==> src/rtl/core/blf_ram.sv <==
`timescale 1ns / 1ps
// ----------------------------------------------------------------------------
// blf_ram
// Generic simple dual port RAM, one write port, one registered read port.
// ----------------------------------------------------------------------------
module blf_ram #(
    parameter int WIDTH = 8,
    parameter int DEPTH = 256
) (
    input  logic                     i_clk,
    input  logic                     i_we,
    input  logic [$clog2(DEPTH)-1:0] i_waddr,
    input  logic [WIDTH-1:0]         i_wdata,
    input  logic [$clog2(DEPTH)-1:0] i_raddr,
    output logic [WIDTH-1:0]         o_rdata
);
    logic [WIDTH-1:0] r_mem [DEPTH];
    logic [WIDTH-1:0] r_rdata;

    always_ff @(posedge i_clk) begin
        if (i_we) begin
            r_mem[i_waddr] <= i_wdata;
        end
        r_rdata <= r_mem[i_raddr];
    end

    assign o_rdata = r_rdata;
endmodule

==> config.mk <==
export PLATFORM = sky130hd
export DESIGN_NAME = blf_ram
export DESIGN_NICKNAME = d
export VERILOG_FILES = /design/src/rtl/core/blf_ram.sv
export SDC_FILE = /design/constraint.sdc
export NUM_CORES = 2
export LEC_CHECK = 0
export ABC_CLOCK_PERIOD_IN_PS = 3500
export BUFFER_PORTS_ARGS = -buffer_cell sky130_fd_sc_hd__buf_2
export CAP_MARGIN = 10
export CORE_UTILIZATION = 40
export CTS_CLUSTER_DIAMETER = 150
export DETAILED_ROUTE_END_ITERATION = 10
export GPL_TIMING_DRIVEN = 0
export PLACE_DENSITY = 0.56
export SLEW_MARGIN = 20
export SYNTH_ARGS = -nofsm -noshare
export SYNTH_HDL_FRONTEND = slang
export SYNTH_SLANG_ARGS = --single-unit
==> constraint.sdc <==
create_clock -name i_clk -period 3.5 [get_ports i_clk]
set_input_delay 0.35 -clock i_clk [delete_from_list [all_inputs] [get_ports i_clk]]
set_output_delay 0.35 -clock i_clk [all_outputs]
set_load 0.005 [all_outputs]
==> metrics.yaml <==
tns_ps: -816
ioPinCount: 34
ant_nets: 0
ir_drop_mv: 0.608
yosysUniqueCellTypes: 55
ys.flop_type: "edfxtp_1"
die_w_um: 448
row_count: 163
port_buffers: 26
avgSynthCellArea_um2: 21.3
synth_warnings: 0
wl_met2_um: 117000
synth_seq_cells: 2056
cts.path.max_buffers: 3
final_nets: 4039
yosysSeqAreaShare: 0.775
wire_per_inst_um: 36.7
wl_met1_um: 99200
maxSlewViolCount: 0
start_util: 0.403
hp-class: "primary input to flip-flop"
root_buffer: "clkbuf_16"
via_count: 41351
fin_area_um2: 90800
syn_nets: 3759
worstSetupPathType: "primary input to flip-flop"
area_growth_pct: 14.2
hold_viol: 0
clk_latency_ps: 840
critPathMaxFanout: 10
finalClockSkew_ps: 33.1
design.core.area_um2: 197000
async_flop_share: 0
yosysMostFrequentCell: "edfxtp_1"
crit_end: "o_rdata[0]"
sequentialPowerShare: 0.523
power_switching_mw: 11.7
antenna_found_initial: 20
htree_levels: 4
dp_hpwl_um: 171000
tritoncts: "built"
intPower_mw: 40.3
grt_max_degree: 129
leakagePower_nw: 27.9
synth.area.top_cells: "edfxtp_1 (77%), mux4_2 (13%), mux2i_1 (1.7%)"
max_slew_margin: 0.178
firstDrtPassIters: 5
min_period_ps: 3750
worst_pin_slew_ps: 1220
place_area_um2: 84100
wirelength_um: 250000
place.gp.congestion: 0.958
rr_endpoint: "o_rdata[3]"
drc_errors: 0
synth_edf_count: 2048
first_global_vias: 40458
swShare: 0.225
max_freq_mhz: 267
dr_wl_met3_um: 24300
clk_pin_slew_ps: 60
drt_iter0_drc: 6095
p_comb_frac: 0.059
worstPathRequired_ps: 4120
top_layer_used: "met4"
synthTopCellsByCount: "edfxtp_1 (2,048), mux4_2 (454), nor2_1 (282)"
syn_area_um2: 79600
synthDominantCellAreaShare: 0.773
ff2ff_setup_slack_ps: 420
numCtsBuffers: 204
grtUsageTotal: 0.249
grt_pass1_wl_um: 339000
die_h_um: 448
rsz0062_at_grt: "no"
period_share: 1.07
synthCells: 3733
clockPowerShare: 0.418
violations: "negative setup slack"
crit_arrival_ps: 4370
outcome: "complete, but fails checks"
setup_viol: 7
overflow: 0
cp-startpoint: "i_raddr[1]"
cp-end-kind: "flip-flop"
avgViaCountPerCell: 6.06
cap_violations: 0
cts_sinks: 2056
yosys.area.top_type: "edfxtp_1"
drive_above_1_share: 0.239
p_per_area_nw_per_um2: 572
startpoint_type: "primary input"
dieArea_um2: 201000
r2r-start: "r_mem[210][3]"
post-cts-setup-buffers: 0
fin_ws_ps: -246
r2r_cells: 7
metrics by stage:
step / utilization / hold WS (ps) / setup slack (ps) / power (mW) / instances
final: 0.460 / 406 / -246 / 51.9 / 6825
after detailed placement: 0.426 / 725 / -1430 / 30.7 / 6439
after floorplan: - / 449 / 1210 / 29.0 / 3733
after CTS: 0.460 / 334 / 5.10 / 52.0 / 6813
after global routing: 0.460 / 401 / 11.0 / 53.0 / 6816
after global placement: 0.420 / 730 / -2630 / 30.6 / 6399
cell usage in the layout (no fill, tap or decap), drive strengths merged, types with 11 or more instances in the layout:
| master | n |
|---|---|
| diode | 11 |
| nand2 | 33 |
| a211oi | 16 |
| bufinv | 16 |
| nor2b | 31 |
| mux2i | 134 |
| edfxtp | 2048 |
| nor4 | 27 |
| nand3 | 34 |
| nor2 | 282 |
| buf | 188 |
| a21oi | 96 |
| mux4 | 456 |
| clkinv | 98 |
| o21ai | 12 |
| a22oi | 133 |
| nor3 | 22 |
| a221oi | 14 |
| o221ai | 47 |
| o22ai | 28 |
| clkbuf | 355 |
worst max-delay path, stage by stage:
cell and delay (ps):
buf_2 150, buf_4 300, buf_2 490, clkbuf_1 850, mux4_2 410, a22oi_1 300, a21oi_1 210, nor4_1 980
nor4_2 270
cells by family after synthesis:
| kind of cell | synth area share |
|---|---|
| buffers and inverters | 0.0183 |
| AO/OA/AOI/OAI | 0.0342 |
| flip-flops | 0.775 |
| AND/OR/NAND/NOR | 0.0263 |
| multiplexers | 0.146 |
power by group through the flow:
stage / registers [mW] / logic [mW] / clock network [mW]
after floorplan: 27.7 / 1.32 / 0
after global placement: 27.8 / 2.84 / 0
after detailed placement: 27.7 / 2.99 / 0
after CTS: 27.2 / 3.01 / 21.8
after global routing: 27.1 / 3.11 / 22.7
final: 27.2 / 3.05 / 21.7
area by class of cell:
type / count / area [um2]
antenna: 11 / 27.5
buffer: 231 / 1510
clock buffer: 244 / 5420
clock inverter: 123 / 1080
fill: 16674 / 107000
inverter: 2 / 7.51
multi-input combinational: 1442 / 16600
sequential: 2056 / 61700
tap: 2640 / 3300
timing repair buffer: 76 / 1200
state kept, by name, summed over array words and instances, names as in the netlist:
| signal | count |
|---|---|
| o_rdata | 8 |
| r_mem | 2048 |
how the worst min path moves through the flow:
stage / start / to / slack (ps) / depth (start not counted)
after global routing: i_waddr[4] / r_mem[117][2] / 400 / 3
after detailed placement: o_rdata[0] / o_rdata[0] / 720 / 1
after floorplan: i_wdata[0] / r_mem[0][0] / 450 / 0
after CTS: i_waddr[4] / r_mem[117][2] / 330 / 3
final: i_waddr[4] / r_mem[117][2] / 410 / 3
after global placement: o_rdata[7] / o_rdata[7] / 730 / 1
what timing repair did:
item / CTS / global route
setup endpoints to repair: 8 / 3
endpoints found under the hold margin: 443 / 0
gates resized for setup: 17 / 4
gates cloned: 0 / 0
hold buffers: 8 / 0
routing by layer:
metal | vias to the layer above | global-route usage
li1 | 16286 | -
met3 | 443 | 0.0583
met2 | 2282 | 0.389
met4 | 0 | 0.0925
met5 | - | 0
met1 | 22340 | 0.341
No activity file was read; power rests on OpenSTA's default activity.
