==> src/rtl/core/blf_pkg.sv <==
`timescale 1ns / 1ps
// ----------------------------------------------------------------------------
// blf_pkg
// Shared types and constants for the blob labeling / farthest pair block.
// ----------------------------------------------------------------------------
package blf_pkg;

    localparam int CFG_W    = 9;   // widest config register
    localparam int CFG_IW   = 2;   // config register index width
    localparam int THRESH_W = 8;
    localparam int LABEL_W  = 8;
    localparam int PAIR_W   = 5;   // blob number inside the seed set, up to 31
    localparam int OUT_PAIR_W = 3;

    localparam logic [THRESH_W-1:0] THRESH_RST = 8'd20;
    localparam logic [CFG_W-1:0]    SIZE_RST   = 9'd256;

    typedef enum logic [CFG_IW-1:0] {
        CFG_THRESH = 2'd0,
        CFG_ROWS   = 2'd1,
        CFG_COLS   = 2'd2
    } t_cfg_idx;

    typedef enum logic {
        OP_LOAD = 1'b0,
        OP_READ = 1'b1
    } t_opcode;

    typedef enum logic {
        KIND_SUMMARY = 1'b0,
        KIND_LABEL   = 1'b1
    } t_kind;

    typedef enum logic [3:0] {
        ST_IDLE,
        ST_RD_WAIT,
        ST_CLEAR,
        ST_SC_RD,
        ST_SC_CHK,
        ST_DQ_RD,
        ST_DQ_WAIT,
        ST_NB_RD,
        ST_NB_CHK,
        ST_PAIR,
        ST_SUM
    } t_state;

    typedef enum logic [2:0] {
        PS_IDLE,
        PS_LOAD_I,
        PS_LOAD_J,
        PS_SQ_R,
        PS_SQ_C,
        PS_CMP,
        PS_DONE
    } t_pair_st;

    typedef struct packed {
        logic              done;
        logic [PAIR_W-1:0] first;
        logic [PAIR_W-1:0] second;
    } t_pair_res;

endpackage

==> src/rtl/core/blf_pair.sv <==
`timescale 1ns / 1ps
// ----------------------------------------------------------------------------
// blf_pair
// Farthest seed pair search; one shared squarer walks all pairs in order.
// ----------------------------------------------------------------------------
module blf_pair #(
    parameter int SEED_SLOTS = 4,
    parameter int RW = 8,
    parameter int CW = 8
) (
    input  logic                                  i_clk,
    input  logic                                  i_rst_n,
    input  logic                                  i_start,
    input  logic [$clog2(SEED_SLOTS+1)-1:0]       i_kk,
    input  logic [SEED_SLOTS-1:0][RW+CW-1:0]      i_seeds,
    output blf_pkg::t_pair_res                    o_res
);
    import blf_pkg::*;

    localparam int KW  = $clog2(SEED_SLOTS + 1);
    localparam int SIW = $clog2(SEED_SLOTS);
    localparam int MW  = (RW > CW) ? RW : CW;
    localparam int DW  = 2 * MW + 1;

    t_pair_st r_state, n_state;
    logic [KW-1:0]   r_i, r_j;
    logic [RW-1:0]   r_ar, r_dr;
    logic [CW-1:0]   r_ac, r_dc;
    logic [DW-1:0]   r_acc, r_best;
    logic            r_found;
    logic [PAIR_W-1:0] r_a, r_b;

    logic [SIW-1:0]   sel;
    logic [RW+CW-1:0] seed;
    logic [RW-1:0]    sr;
    logic [CW-1:0]    sc;
    logic [MW-1:0]    op;
    logic [2*MW-1:0]  prod;
    logic [KW-1:0]    i_nx, j_nx;

    assign sel  = (r_state == PS_LOAD_I) ? r_i[SIW-1:0] : r_j[SIW-1:0];
    assign seed = i_seeds[sel];
    assign sr   = seed[RW+CW-1:CW];
    assign sc   = seed[CW-1:0];
    assign op   = (r_state == PS_SQ_R) ? MW'(r_dr) : MW'(r_dc);
    assign prod = op * op;
    assign i_nx = r_i + KW'(1);
    assign j_nx = r_j + KW'(1);

    always_comb begin
        n_state = r_state;
        unique case (r_state)
            PS_IDLE:   if (i_start) n_state = (i_kk < KW'(2)) ? PS_DONE : PS_LOAD_I;
            PS_LOAD_I: n_state = (i_nx >= i_kk) ? PS_DONE : PS_LOAD_J;
            PS_LOAD_J: n_state = PS_SQ_R;
            PS_SQ_R:   n_state = PS_SQ_C;
            PS_SQ_C:   n_state = PS_CMP;
            PS_CMP:    n_state = (j_nx == i_kk) ? PS_LOAD_I : PS_LOAD_J;
            PS_DONE:   n_state = PS_IDLE;
            default:   n_state = PS_IDLE;
        endcase
    end

    always_comb begin
        o_res.done   = (r_state == PS_DONE);
        o_res.first  = r_a;
        o_res.second = r_b;
    end

    always_ff @(posedge i_clk) begin
        if (!i_rst_n) begin
            r_state <= PS_IDLE;
            r_found <= 1'b0;
            r_a     <= '0;
            r_b     <= '0;
            r_i     <= '0;
            r_j     <= '0;
        end else begin
            r_state <= n_state;
            case (r_state)
                PS_IDLE: begin
                    if (i_start) begin
                        r_i     <= '0;
                        r_found <= 1'b0;
                        r_a     <= '0;
                        r_b     <= '0;
                    end
                end
                PS_LOAD_I: begin
                    r_ar <= sr;
                    r_ac <= sc;
                    r_j  <= i_nx;
                end
                PS_LOAD_J: begin
                    r_dr <= (r_ar > sr) ? r_ar - sr : sr - r_ar;
                    r_dc <= (r_ac > sc) ? r_ac - sc : sc - r_ac;
                end
                PS_SQ_R: r_acc <= DW'(prod);
                PS_SQ_C: r_acc <= r_acc + DW'(prod);
                PS_CMP: begin
                    if (!r_found || r_acc > r_best) begin
                        r_found <= 1'b1;
                        r_best  <= r_acc;
                        r_a     <= PAIR_W'(r_i) + PAIR_W'(1);
                        r_b     <= PAIR_W'(r_j) + PAIR_W'(1);
                    end
                    if (j_nx == i_kk) begin
                        r_i <= i_nx;
                    end
                    r_j <= j_nx;
                end
                default: ;
            endcase
        end
    end
endmodule

==> config.mk <==
export PLATFORM = sky130hd
export DESIGN_NAME = blf_pair
export DESIGN_NICKNAME = d
export VERILOG_FILES = /design/src/rtl/core/blf_pkg.sv /design/src/rtl/core/blf_pair.sv
export SDC_FILE = /design/constraint.sdc
export NUM_CORES = 1
export LEC_CHECK = 0
export BUFFER_PORTS_ARGS = -buffer_cell sky130_fd_sc_hd__buf_4
export CORE_ASPECT_RATIO = 2
export CORE_MARGIN = 4
export CORE_UTILIZATION = 38
export DETAILED_ROUTE_END_ITERATION = 8
export HOLD_SLACK_MARGIN = 0.12
export PLACE_DENSITY = 0.56
export REMOVE_ABC_BUFFERS = 1
export SYNTH_ARGS = -nofsm -noshare
export SYNTH_HDL_FRONTEND = slang
export SYNTH_SLANG_ARGS = --single-unit
==> constraint.sdc <==
create_clock -name i_clk -period 6.7 [get_ports i_clk]
set_input_delay 0 -clock i_clk [delete_from_list [all_inputs] [get_ports i_clk]]
set_output_delay 0 -clock i_clk [all_outputs]
set_load 0.005 [all_outputs]
==> results of run 1 <==
## metal layers
layer | part of all wire [%] | vias to the layer above
met5 | 0 | -
met4 | 2.4 | 0
met3 | 2.1 | 23
met2 | 61 | 68
met1 | 34 | 2795
li1 | - | 2985
## registers in the layout (all words and copies together) (netlist names), 3 cells and up
register  count
r_a           4
r_ar          8
r_b           4
r_i           3
r_best       17
r_dc          8
r_j           3
r_state       3
r_ac          8
r_dr          8
r_acc        17
## per-stage QoR
stage,setup TNS (ns),setup WS [ns],cells
final,0,0.419,1169
after detailed placement,0,0.140,1118
after global routing,0,0.0341,1169
after global placement,0,0.329,1118
after CTS,0,0.127,1167
after floorplan,-0.530,-0.147,759
## Yosys cell counts, drive strengths merged, types with 3 or more instances
cell type / count / area (µm²)
inv: 103 / 387
ha: 97 / 1210
edfxtp: 66 / 1980
nor2: 60 / 233
a21oi: 48 / 255
nand2: 46 / 173
o21ai: 32 / 171
fa: 28 / 561
xnor2: 25 / 219
mux2i: 23 / 243
nor2b: 19 / 119
dfxtp: 18 / 360
xor2: 17 / 149
mux4: 16 / 360
a21o: 15 / 113
nand2b: 14 / 87.6
nor3: 14 / 70.1
o21a: 13 / 97.6
clkbuf: 12 / 46.3
buf: 10 / 56.3
nand3: 10 / 50.1
a211oi: 7 / 52.6
mux2: 7 / 86.3
o31ai: 7 / 52.6
or2: 7 / 43.8
or3: 7 / 43.8
nand4: 5 / 37.5
a31oi: 4 / 25.0
and3: 4 / 25.0
nor3b: 4 / 35.0
and2: 3 / 18.8
nor4: 3 / 18.8
o22ai: 3 / 18.8
o32ai: 3 / 26.3
## logic make-up (layout without fill, tap and decap cells)
logic type | count (synthesis) | count (layout) | share of synthesized area [%]
multiplexers | 46 | 46 | 8.94
flip-flops | 84 | 84 | 30.4
other | 1 | 2 | 0.0487
XOR/XNOR | 43 | 43 | 5.08
AO/OA/AOI/OAI | 152 | 152 | 12.9
AND/OR/NAND/NOR | 204 | 204 | 13.3
buffers and inverters | 125 | 251 | 6.35
adder cells (fa/ha/maj) | 125 | 125 | 23.0
## worst paths after layout
path	from	end	slack [ns]	cells after the start
worst max-delay path	r_state[2]$_SDFFE_PN0P_	r_acc[15]$_DFFE_PP_	0.42	27
worst min-delay path	i_kk[2]	r_state[1]$_SDFFE_PN0P_	0.14	6
worst max register to register	r_state[2]$_SDFFE_PN0P_	r_acc[15]$_DFFE_PP_	0.42	27
worst min register to register	r_b[3]$_SDFFE_PN0P_	r_b[3]$_SDFFE_PN0P_	0.45	2
## worst min-delay path, delay by kind of cell
family / cells / cell delay, ns
AOI/OAI and AO/OA: 1 / 0.06
and+or+nand+nor: 4 / 0.26
buffers and inverters: 1 / 0.11
## power by group through the flow
stage	registers [mW]	clock network [mW]	logic, mW
2_1_floorplan	0.716	0	2.02
3_3_place_gp	0.716	0	2.52
3_5_place_dp	0.717	0	2.55
4_1_cts	0.706	0.561	2.60
5_1_grt	0.709	0.576	3.02
6_report	0.705	0.545	2.62
## layout by cell type (no fill, tap or decap), drive strengths merged, types with 18 or more instances in the layout
cell and n:
inv 104, buf 99, ha 97, edfxtp 66, nor2 60, a21oi 48
nand2 46, dlygate4sd3 33, o21ai 32, fa 28, xnor2 25, mux2i 23
nor2b 19, dfxtp 18
## layout make-up
| class | count | area share, % |
|---|---|---|
| clock buffer | 12 | 2.63 |
| clock inverter | 4 | 0.775 |
| inverter | 103 | 4.13 |
| multi-input combinational | 572 | 52.5 |
| sequential | 84 | 25.0 |
| tap | 262 | 3.50 |
| timing repair buffer | 132 | 11.5 |
## repair_timing
item | 4_1_cts | 5_1_grt
buffers inserted | 0 | 2
hold buffers | 33 | 0
hold endpoints to repair | 27 | 0
resized for setup | 0 | 3
endpoints found under the setup margin | 0 | 4
==> run metrics, run 1 <==
IO Port Bufs=78; Area growth syn-to-layout=21.4%; internal power=2.22 mW; Power per Cell Area=413 nW/µm²; Peak Freq=159 MHz; Fillers=1,994; share of cells above drive strength 1=17.5%; H-tree levels=3; maximum buffer depth of the clock tree=2; Placer Congestion=0.823; top_reg_cell synth=edfxtp_1; worst path required time=6.77 ns; FF+latch count, synth=84; sw frac=42.6%; sequential area share after synthesis=30.4%; final WL=16,800 µm; final setup fails=0; Cell Rows=73; area of the multi-input gates=4910 µm²; die area=22,800 µm²; via count=5,871; worst relative slew slack=36.3%; routing usage on met3=2.31%; critical path arrival=6.35 ns; Ports=81; Die H=209 µm; Slowest cell on crit path=fa_1; Final Critical Period=6.28 ns; Final period util=93.7%; Maximum Capacitance Violations=0; grt total ovfl=0; Synth Cell Area=7710 µm²; Crit Path Max Fanout=10; Initial Util=38.7%; worst slew pin tran=0.935 ns; Hold Crit Class=in2reg; Pre-antenna DRT Iters=4; combinational power share=67.7%; peak supply drop=0.229 mV; ant diodes=0; RSZ-0062 raised after global routing=no; Leakage=4.32 nW; CTS Buf Count=9; clk_lat worst skew=0.35 ns; fin area=9360 µm²; clock network power share=14.1%; ANT nets after route=0; Core ar.=19,900 µm²; DRC errors left=0; Distinct cells, synth=70; PnR Total Power=3.87 mW; kind of cell adding the most delay to the critical path=adder cells; GRT met1 Usage=15.4%; fin nets=1,097; Crit Path Category=reg2reg; drt wl/cell=14.3 µm; gr usage total=16.1%; Critical Path Max Stage Delay=0.54 ns; CTS tree=built; DP Area=8680 µm²; Die Span X=109 µm; vias per cell=5.02; Post-synth ARST share=0%; largest net degree at the start of global routing=26; final hold slack=0.136 ns; clock sink count=84; synthesized instance count=780; average size of a mapped cell=9.88 µm²; CP Capture Type=flip-flop; Setup Skew=0.00785 ns; met2 Track Usage GR=32.8%; status=finished clean; clk slew on worst S/H paths=0.06 ns; First DRT Iteration DRCs=204; Most Crowded Layer GR=met2; CP bufs+invs=6; Post-synth EDFFs=66; fin. max-slew vios=0; CP Launch Type=flip-flop; Seq pwr share=18.2%; placed wire-length estimate=13,900 µm; yosys warns=0; vias in the first global route=6,306; Final Core Density=47.0%; Final Hold Vio Count=0; register area=2340 µm²; global-route wire length before repair=29,100 µm; root buffer cell=clkbuf_16; switching pwr=1.65 mW; initial antenna violation count=0
No activity file was read; power rests on OpenSTA's default activity.
==> inputs of run 2 (changes only) <==
--- a/config.mk
+++ b/config.mk
@@ -11,7 +11,7 @@
 export CORE_UTILIZATION = 38
 export DETAILED_ROUTE_END_ITERATION = 8
 export HOLD_SLACK_MARGIN = 0.12
-export PLACE_DENSITY = 0.56
+export PLACE_DENSITY = 0.54
 export REMOVE_ABC_BUFFERS = 1
 export SYNTH_ARGS = -nofsm -noshare
 export SYNTH_HDL_FRONTEND = slang
==> constraint.sdc (replaced) <==
create_clock -name i_clk -period 6 [get_ports i_clk]
set_input_delay 0 -clock i_clk [delete_from_list [all_inputs] [get_ports i_clk]]
set_output_delay 0 -clock i_clk [all_outputs]
set_load 0.005 [all_outputs]
==> run metrics, run 2 (synthesized netlist as in run 1, its figures left out) <==
Peak Freq=165 MHz (+3.8%); RR Endpoint=r_acc[12]$_DFFE_PP_; drt wl/cell=14.6 µm (+2.1%); fin. max-slew vios=0 (unchanged); Worst R2R Start=r_state[2]$_SDFFE_PN0P_; CTS tree=built; Pre-antenna DRT Iters=4 (unchanged); critical path arrival=6.16 ns (-0.19 ns); Setup Skew=0.00762 ns (-0.000233 ns); CP Capture Type=flip-flop; Final period util=101% (+7.1 points); Non-Filler Instances=1,231 (+5.3%); largest net degree at the start of global routing=26 (unchanged); worst relative slew slack=44.0% (+7.6 points); CTS Buf Count=9 (unchanged); Hold Crit Class=in2reg; global-route wire length before repair=30,100 µm (+3.4%); clock sink count=84 (unchanged); Area growth syn-to-layout=30.6%; placed wire-length estimate=14,700 µm (+6.4%); Crit Path Category=reg2reg; clk_lat worst skew=0.36 ns (about the same); worst slew pin tran=0.841 ns (-0.0947 ns); switching pwr=2.19 mW (+33%); sw frac=41.4% (-1.2 points); commonest non-fill, non-tap cell in the layout=buf_4; Seq pwr share=14.9% (-3.3 points); die area=22,800 µm² (unchanged); vias in the first global route=6,540 (+3.7%); hold depth=5 (-1); failing checks=setup timing; Maximum Capacitance Violations=0 (unchanged); most frequent cells in the layout=150 x buf_4, 95 x inv_1, 92 x ha_1; Initial Util=38.7% (unchanged); initial antenna violation count=0 (unchanged); Final Critical Period=6.05 ns (-0.229 ns); H-tree levels=3 (unchanged); peak supply drop=0.344 mV (+50%); Die H=209 µm (unchanged); Hold Path Sink=r_state[0]$_SDFFE_PN0P_; worst reg-to-reg path cell count=31 (+15%); final setup fails=2 (+2); clk slew on worst S/H paths=0.07 ns (about the same); root buffer cell=clkbuf_16; First DRT Iteration DRCs=122 (-40%); internal power=3.10 mW (+40%); Cell Rows=73 (unchanged); worst path required time=6.11 ns (-0.66 ns); top flop regs=r_acc x17, r_best x17; CP most frequent cell=inv_2; ANT nets after route=0 (unchanged); CP Launch Type=flip-flop; combinational power share=73.2% (+5.5 points); Worst Hold Launch=i_kk[0]; Leakage=4.63 nW (+7.1%); DRC errors left=0 (unchanged); status=complete, but fails checks; grt total ovfl=0 (unchanged); Power per Cell Area=525 nW/µm² (+27%); vias per cell=5.00 (-0.43%); gr usage total=16.9% (+0.80 points); Die Span X=109 µm (unchanged); Ports=81 (unchanged); fin nets=1,159 (+5.7%); final WL=18,000 µm (+7.5%); maximum buffer depth of the clock tree=2 (unchanged); Slowest cell on crit path=fa_2; final hold slack=0.142 ns (+0.00612 ns); RSZ-0062 raised after global routing=yes; worst reg2reg setup slack=-0.05 ns (-0.47 ns); Critical Path Max Stage Delay=0.53 ns (about the same); Crit Path Max Fanout=6 (-4); share of cells above drive strength 1=26.4% (+8.9 points); Worst Setup Slack, final=-0.0515 ns (-0.471 ns); Final Hold Vio Count=0 (unchanged); Core ar.=19,900 µm² (unchanged); via count=6,156 (+4.9%); Placer Congestion=0.843 (+2.4%); IO Port Bufs=78 (unchanged); ant diodes=0 (unchanged); clock network power share=11.8% (-2.3 points); Inst Count DP=1,166 (+4.3%)
## run 2: cell count changes in the layout (fill, tap and decap cells not counted), sizes merged
cell         before  now
buf              99  157
dlygate4sd3      33   37
clkbuf           12   11
clkinvlp          0    1
## run 2: per-stage QoR
step	util [%]	setup slack (ns)	cell area [µm²]	setup TNS, ns	total power [mW]
6_report	50.6	-0.0515	10100	-0.0582	5.29
5_1_grt	50.6	-0.284	10100	-1.31	5.76
4_1_cts	49.6	0.0124	9880	0	4.99
3_5_place_dp	45.5	-0.421	9050	-1.83	4.19
3_3_place_gp	45.5	-0.323	9050	-1.36	4.14
2_1_floorplan	-	-0.847	7610	-4.26	3.06
## run 2: per-layer routing
metal	wire, µm	vias to the layer above	track usage [%]
met5	0	-	0
met4	541	0	7.37
met3	372	30	2.03
met2	11200	86	35.8
met1	5920	2931	14.7
li1	-	3109	-
## run 2: critical path, delay by kind of cell, from the launching register on
kind,cells,cell delay (ns)
XOR/XNOR,2,0.23
AO/OA/AOI/OAI,3,0.58
AND/OR/NAND/NOR,5,0.62
multiplexers,2,0.45
adder cells (fa/ha/maj),6,2.43
buffers and inverters,13,1.16
flip-flops,1,0.32
## run 2: final cells by class
type                    instances  area, µm²
clock buffers                  11        243
clock inverters                 5       83.8
fillers                      1976       9850
inverters                     103        387
multi-input cells             572       5090
flip-flops and latches         84       2340
well taps                     262        328
repair buffers                194       1590
## run 2: power by group through the flow
stage | logic [mW] | clock network (mW) | registers (mW)
floorplan | 2.26 | 0 | 0.800
global placement | 3.34 | 0 | 0.800
detailed placement | 3.39 | 0 | 0.801
CTS | 3.56 | 0.640 | 0.790
global route | 4.30 | 0.661 | 0.796
finish | 3.87 | 0.624 | 0.790
## run 2: timing repair
item                                    in CTS  in global routing
hold buffers                                37                  0
gates resized for setup                     26                 33
setup buffers                                5                  9
endpoints found under the setup margin       6                  8
endpoints found under the hold margin       28                  0
pin swaps                                   20                 37
## run 2: worst max path at each step
stage                                        from                  end  slack (ns)  cells after the start
after floorplan           r_state[2]$_SDFFE_PN0P_  r_acc[15]$_DFFE_PP_       -0.85                     25
after global placement    r_state[2]$_SDFFE_PN0P_  r_acc[15]$_DFFE_PP_       -0.32                     25
after detailed placement  r_state[2]$_SDFFE_PN0P_  r_acc[15]$_DFFE_PP_       -0.42                     25
after CTS                 r_state[2]$_SDFFE_PN0P_  r_acc[13]$_DFFE_PP_        0.01                     29
after global routing      r_state[2]$_SDFFE_PN0P_  r_acc[15]$_DFFE_PP_       -0.28                     30
final                     r_state[2]$_SDFFE_PN0P_  r_acc[12]$_DFFE_PP_       -0.05                     31
